## src/gcr_pkg.sv

```systemverilog
package gcr_pkg;

  localparam int PIXEL_LANES     = 8;
  localparam int CURSOR_ROWS     = 16;
  localparam int RESULT_ROWS_MAX = 16;

  localparam logic [7:0] NUL_CODE   = 8'd0;
  localparam logic [7:0] BLANK_CODE = 8'd32;

  typedef enum logic [1:0] {
    OP_LOAD_FONT   = 2'd0,
    OP_LOAD_CURSOR = 2'd1,
    OP_DRAW        = 2'd2,
    OP_DRAW_CURSOR = 2'd3
  } op_e;

  localparam logic [2:0] REG_FONT_WIDTH   = 3'd0;
  localparam logic [2:0] REG_FONT_HEIGHT  = 3'd1;
  localparam logic [2:0] REG_LINE_PITCH   = 3'd2;
  localparam logic [2:0] REG_FRAME_BASE   = 3'd3;
  localparam logic [2:0] REG_CARET_COLOR  = 3'd4;

  localparam logic [3:0]  RST_FONT_WIDTH   = 4'd8;
  localparam logic [4:0]  RST_FONT_HEIGHT  = 5'd16;
  localparam logic [12:0] RST_LINE_PITCH   = 13'd1024;
  localparam logic [31:0] RST_FRAME_BASE   = 32'h0000_0000;
  localparam logic [31:0] RST_CARET_COLOR  = 32'h00FF_FFFF;

  typedef struct packed {
    logic [3:0]  font_width;
    logic [4:0]  font_height;
    logic [12:0] line_pitch;
    logic [31:0] frame_base;
    logic [31:0] caret_color;
  } cfg_t;

  typedef struct packed {
    logic [1:0]  op;
    logic [7:0]  char_code;
    logic [3:0]  glyph_row;
    logic [7:0]  glyph_bits;
    logic [8:0]  column;
    logic [7:0]  cell_row;
    logic [31:0] fg_color;
    logic [31:0] bg_color;
  } in_item_t;

  typedef struct packed {
    logic [31:0]                        pixel_address;
    logic [PIXEL_LANES-1:0][31:0]       pixels;
    logic [PIXEL_LANES-1:0]             pixel_mask;
    logic                               last_row;
  } out_item_t;

  typedef struct packed {
    logic       accept;
    logic       calc_base;
    logic       issue;
    logic [3:0] row;
    logic       last;
  } ctrl_cmd_t;

  typedef struct packed {
    logic       can_issue;
    logic       busy;
    logic [4:0] height;
  } dp_status_t;

endpackage

```

## src/gcr_ctrl.sv

```systemverilog
module gcr_ctrl import gcr_pkg::*; (
  input  logic       clk_i,
  input  logic       rst_ni,
  input  logic       in_valid_i,
  input  logic       in_draw_i,
  output logic       in_ready_o,
  input  dp_status_t st_i,
  output ctrl_cmd_t  cmd_o
);

  localparam logic [1:0] S_IDLE = 2'd0;
  localparam logic [1:0] S_BASE = 2'd1;
  localparam logic [1:0] S_ROW  = 2'd2;

  logic [1:0] state_q, state_d;
  logic [3:0] row_q, row_d;
  logic       accept;
  logic       last;

  assign in_ready_o = (state_q == S_IDLE) && !st_i.busy;
  assign accept     = in_valid_i && in_ready_o;
  assign last       = ({1'b0, row_q} + 5'd1) == st_i.height;

  always_comb begin
    state_d       = state_q;
    row_d         = row_q;
    cmd_o         = '0;
    cmd_o.accept  = accept;
    cmd_o.row     = row_q;
    cmd_o.last    = last;
    case (state_q)
      S_IDLE: begin
        if (accept && in_draw_i && (st_i.height != 5'd0)) begin
          state_d = S_BASE;
        end
      end
      S_BASE: begin
        cmd_o.calc_base = 1'b1;
        row_d           = 4'd0;
        state_d         = S_ROW;
      end
      S_ROW: begin
        if (st_i.can_issue) begin
          cmd_o.issue = 1'b1;
          if (last) begin
            state_d = S_IDLE;
          end else begin
            row_d = row_q + 4'd1;
          end
        end
      end
      default: begin
        state_d = S_IDLE;
      end
    endcase
  end

  always_ff @(posedge clk_i or negedge rst_ni) begin
    if (!rst_ni) begin
      state_q <= S_IDLE;
      row_q   <= 4'd0;
    end else begin
      state_q <= state_d;
      row_q   <= row_d;
    end
  end

endmodule

```

## config.mk

```make
export PLATFORM = sky130hd
export DESIGN_NAME = gcr_ctrl
export DESIGN_NICKNAME = d
export VERILOG_FILES = /design/src/gcr_pkg.sv /design/src/gcr_ctrl.sv
export SDC_FILE = /design/constraint.sdc
export NUM_CORES = 1
export LEC_CHECK = 0
export ABC_CLOCK_PERIOD_IN_PS = 4000
export BUFFER_PORTS_ARGS = -buffer_cell sky130_fd_sc_hd__buf_2
export CORE_MARGIN = 2
export CORE_UTILIZATION = 30
export DETAILED_ROUTE_END_ITERATION = 8
export PLACE_DENSITY_LB_ADDON = 0.15
export SYNTH_ARGS = -nofsm -noshare
export SYNTH_HDL_FRONTEND = slang
export SYNTH_SLANG_ARGS = --single-unit
```

## constraint.sdc

```tcl
create_clock -name clk_i -period 4 [get_ports clk_i]
set_input_delay 0.2 -clock clk_i [delete_from_list [all_inputs] [get_ports clk_i]]
set_output_delay 0.2 -clock clk_i [all_outputs]
set_load 0.02 [all_outputs]
```

==> parameters.txt <==
Parameter                              Value

STA
  Slew Limit Headroom ... 81.1%
  Crit path time final ... 2.02 ns
  Final-layout worst hold slack ... 0.195 ns
  Fmax ... 0.495 GHz
  Period utilisation layout ... 50.5%
  Final Skew ... 0.00121 ns
  Count of pins over their slew limit ... 0
  Setup Total Neg Slack ... 0 ns
  Final worst slack ... 1.98 ns
  Pin slew with the least headroom to its limit ... 0.282 ns
  Hold violation total from the final report ... 0
  RSZ-0062 raised after global routing ... no
  Setup Viol. Count Final ... 0

Pwr
  Max IR drop VDD ... 0.000387 V
  Overall power of the completed layout ... 0.405 mW
  Leak pwr ... 0.315 nW
  Power density normalized to cell area ... 691 mW/mm^2

Critical path
  Startpoint Class ... flip-flop
  Arrival time at the worst endpoint ... 1.82 ns
  Crit path max fanout ... 6
  Data required time of the critical path ... 3.80 ns
  Critical Setup Path Class ... flip-flop to output port
  Worst Setup End Kind ... output port

Route
  DRC viols ... 0
  Top Layer Used ... met3
  Average wire per standard cell ... 11.6 um
  Via count ... 417
  Detail Route met3 WL ... 99 um
  Met1 WL ... 447 um
  Number of routed nets with antenna violations ... 0
  Number of optimization iterations in the first detailed-route pass ... 4
  Met2 wire length ... 449 um
  Routed wire length ... 996 um
  Detail-routed via count per cell ... 4.85
  Number of DRC markers after the initial detailed-route iteration ... 12

Place
  Detailed-placement wirelength estimate ... 835 um
  Standard cell area after detailed placement ... 554 um^2
  Port-buffer cells ... 19
  Setup WS pre-CTS ... 2.22 ns
  Count of placed standard cells including taps ... 82
  Final weighted congestion in routability-driven placement ... 0.736

Global routing
  Pin count of the biggest net entering global routing ... 9
  Global-route usage over all layers ... 11.7%
  Number of global-route vias before repair ... 378
  Remaining global-route overflow ... 0
  Global-route wire length before repair ... 1590 um
  Antenna violations before repair ... 0

Floorplanning
  Die X-Extent ... 43.2 um
  Die Outline Area ... 0.00187 mm^2
  Core area ... 0.00147 mm^2
  Starting Density ... 31.4%
  I/O Pins ... 20
  Cell row count ... 14
  Overall die height ... 43.2 um

Clocking
  Clock buffers created by TritonCTS ... 3
  Hold_buf cts ... 1
  Worst-path clk slew ... 0.04 ns
  CTS H-tree depth ... 1
  Clock root buffer ... sky130_fd_sc_hd__clkbuf_4
  Number of buffers on the longest clock path ... 2
  Clock sink count ... 6
  Cts repair resizes ... 0
  Source-to-sink clock delay at the later pin of the worst-skew pair ... 0.24 ns
  Clock tree from TritonCTS ... yes
  Number of setup buffers added after CTS ... 0

Yosys
  List of most frequent post-synthesis cells ... sky130_fd_sc_hd__dfrtp_1, sky130_fd_sc_hd__inv_1, sky130_fd_sc_hd__nand2_1
  Most instantiated flip-flop cell in the synthesis netlist ... sky130_fd_sc_hd__dfrtp_1
  Area share of the largest cell type after synthesis ... 32.5%
  Syn_area_per_cell ... 9.23 um^2
  Fraction of the yosys area taken by sequential cells ... 32.5%
  Library cell with the largest summed area after synthesis ... sky130_fd_sc_hd__dfrtp_1
  Post-synth EDFFs ... 0
  Post-Syn Nets ... 62
  Number of cells produced by synthesis ... 50
  Leading post-synthesis cells by cell area ... sky130_fd_sc_hd__dfrtp_1, sky130_fd_sc_hd__xnor2_1, sky130_fd_sc_hd__buf_4
  Leading cell type by number of instances after synthesis ... sky130_fd_sc_hd__dfrtp_1
  Yosys synthesis warning count ... 0
  #FFs+latches synth ... 6
  Distinct cell type count after synthesis ... 27
  Share of synthesized registers carrying an async set or reset ... 100%
  Netlist area before placement ... 462 um^2

Final layout
  Final Core Density ... 39.9%
  Share of cells above drive strength 1 ... 34.3%
  Syn-to-layout area delta ... 27.1%
  Diode insertion count for antenna repair ... 0
  Nets ... 84
  Post-route design area ... 587 um^2
  Post-route non-filler standard cell count ... 86
  Filler Cell Count ... 162

Run status
  Status ... finished, final reports clean

Hold path
  Type of the worst min-delay path ... input port to flip-flop

Job
  Max_cap viols ... 0
[worst max-delay path, stage by stage, from the launching register on]
cell	delay, ns
sky130_fd_sc_hd__dfrtp_1	0.43
sky130_fd_sc_hd__ha_1	0.35
sky130_fd_sc_hd__xnor2_1	0.16
sky130_fd_sc_hd__o211ai_1	0.15
sky130_fd_sc_hd__a211oi_4	0.26
sky130_fd_sc_hd__buf_2	0.22
[cell type report]
class	instances	area [um^2]	share of cell area [%]
well taps	16	20.0	3.41
multi-input cells	35	267	45.4
flip-flops and latches	6	150	25.6
clock buffers	3	22.5	3.84
inverters	6	22.5	3.84
repair buffers	20	105	17.9
[cell usage in the layout, fill, tap and decap left out]
| cell | Yosys | routed |
|---|---|---|
| sky130_fd_sc_hd__and3_1 | 1 | 1 |
| sky130_fd_sc_hd__dlygate4sd3_1 | 0 | 1 |
| sky130_fd_sc_hd__and4b_1 | 1 | 1 |
| sky130_fd_sc_hd__nor3_1 | 2 | 2 |
| sky130_fd_sc_hd__or3_1 | 1 | 1 |
| sky130_fd_sc_hd__o21ai_1 | 3 | 3 |
| sky130_fd_sc_hd__xnor2_1 | 3 | 3 |
| sky130_fd_sc_hd__nand2b_1 | 1 | 1 |
| sky130_fd_sc_hd__clkinv_1 | 1 | 1 |
| sky130_fd_sc_hd__inv_1 | 5 | 5 |
| sky130_fd_sc_hd__o211ai_1 | 1 | 1 |
| sky130_fd_sc_hd__xnor3_1 | 1 | 1 |
| sky130_fd_sc_hd__mux2i_1 | 2 | 2 |
| sky130_fd_sc_hd__o2bb2ai_1 | 1 | 1 |
| sky130_fd_sc_hd__nand3b_1 | 1 | 1 |
| sky130_fd_sc_hd__a211oi_4 | 1 | 1 |
| sky130_fd_sc_hd__nand2_1 | 5 | 5 |
| sky130_fd_sc_hd__clkbuf_4 | 0 | 3 |
| sky130_fd_sc_hd__or2b_1 | 1 | 1 |
| sky130_fd_sc_hd__ha_1 | 1 | 1 |
| sky130_fd_sc_hd__dfrtp_1 | 6 | 6 |
| sky130_fd_sc_hd__a211o_1 | 2 | 2 |
| sky130_fd_sc_hd__o311a_1 | 1 | 1 |
| sky130_fd_sc_hd__nor2_1 | 2 | 2 |
| sky130_fd_sc_hd__and2_1 | 1 | 1 |
| sky130_fd_sc_hd__nor2_2 | 1 | 1 |
| sky130_fd_sc_hd__a21oi_1 | 1 | 1 |
| sky130_fd_sc_hd__xor2_1 | 1 | 1 |
| sky130_fd_sc_hd__buf_2 | 0 | 19 |
[where the power goes]
part	internal [mW]	switching, mW
Combinational	0.102	0.131
Clock	0.0339	0.0211
Sequential	0.0850	0.0314
Total	0.221	0.184
[registers in the layout, indices dropped and copies added (netlist names)]
signal and cells:
state_q 2, row_q 4
[cells by family (layout without fill, tap and decap cells)]
kind of cell / Yosys count / in the layout / synth area share (%)
AND/OR/NAND/NOR: 17 / 17 / 20.1
AO/OA/AOI/OAI: 10 / 10 / 18.2
adder cells (fa/ha/maj): 1 / 1 / 2.71
XOR/XNOR: 5 / 5 / 12.5
multiplexers: 2 / 2 / 4.34
flip-flops: 6 / 6 / 32.5
buffers and inverters: 9 / 29 / 9.76
[routing by layer]
metal	vias to the layer above	GRT usage, %
met5	-	0
met1	187	14.8
met2	18	17.6
met4	0	0
met3	0	8.09
li1	212	-
[final timing paths]
check / start / end / slack, ns / cells past startpoint
worst max register to register: row_q[0] / row_q[0] / 2.28 / 6
worst min-delay path: in_draw_i / state_q[0] / 0.19 / 2
min in group asynchronous: rst_ni / row_q[2] / 0.31 / 2
max in group asynchronous: rst_ni / row_q[3] / 3.55 / 2
worst min register to register: state_q[0] / state_q[1] / 0.57 / 2
worst max-delay path: row_q[0] / cmd_o[0] / 1.98 / 5
No activity file was read; power rests on OpenSTA's default activity.
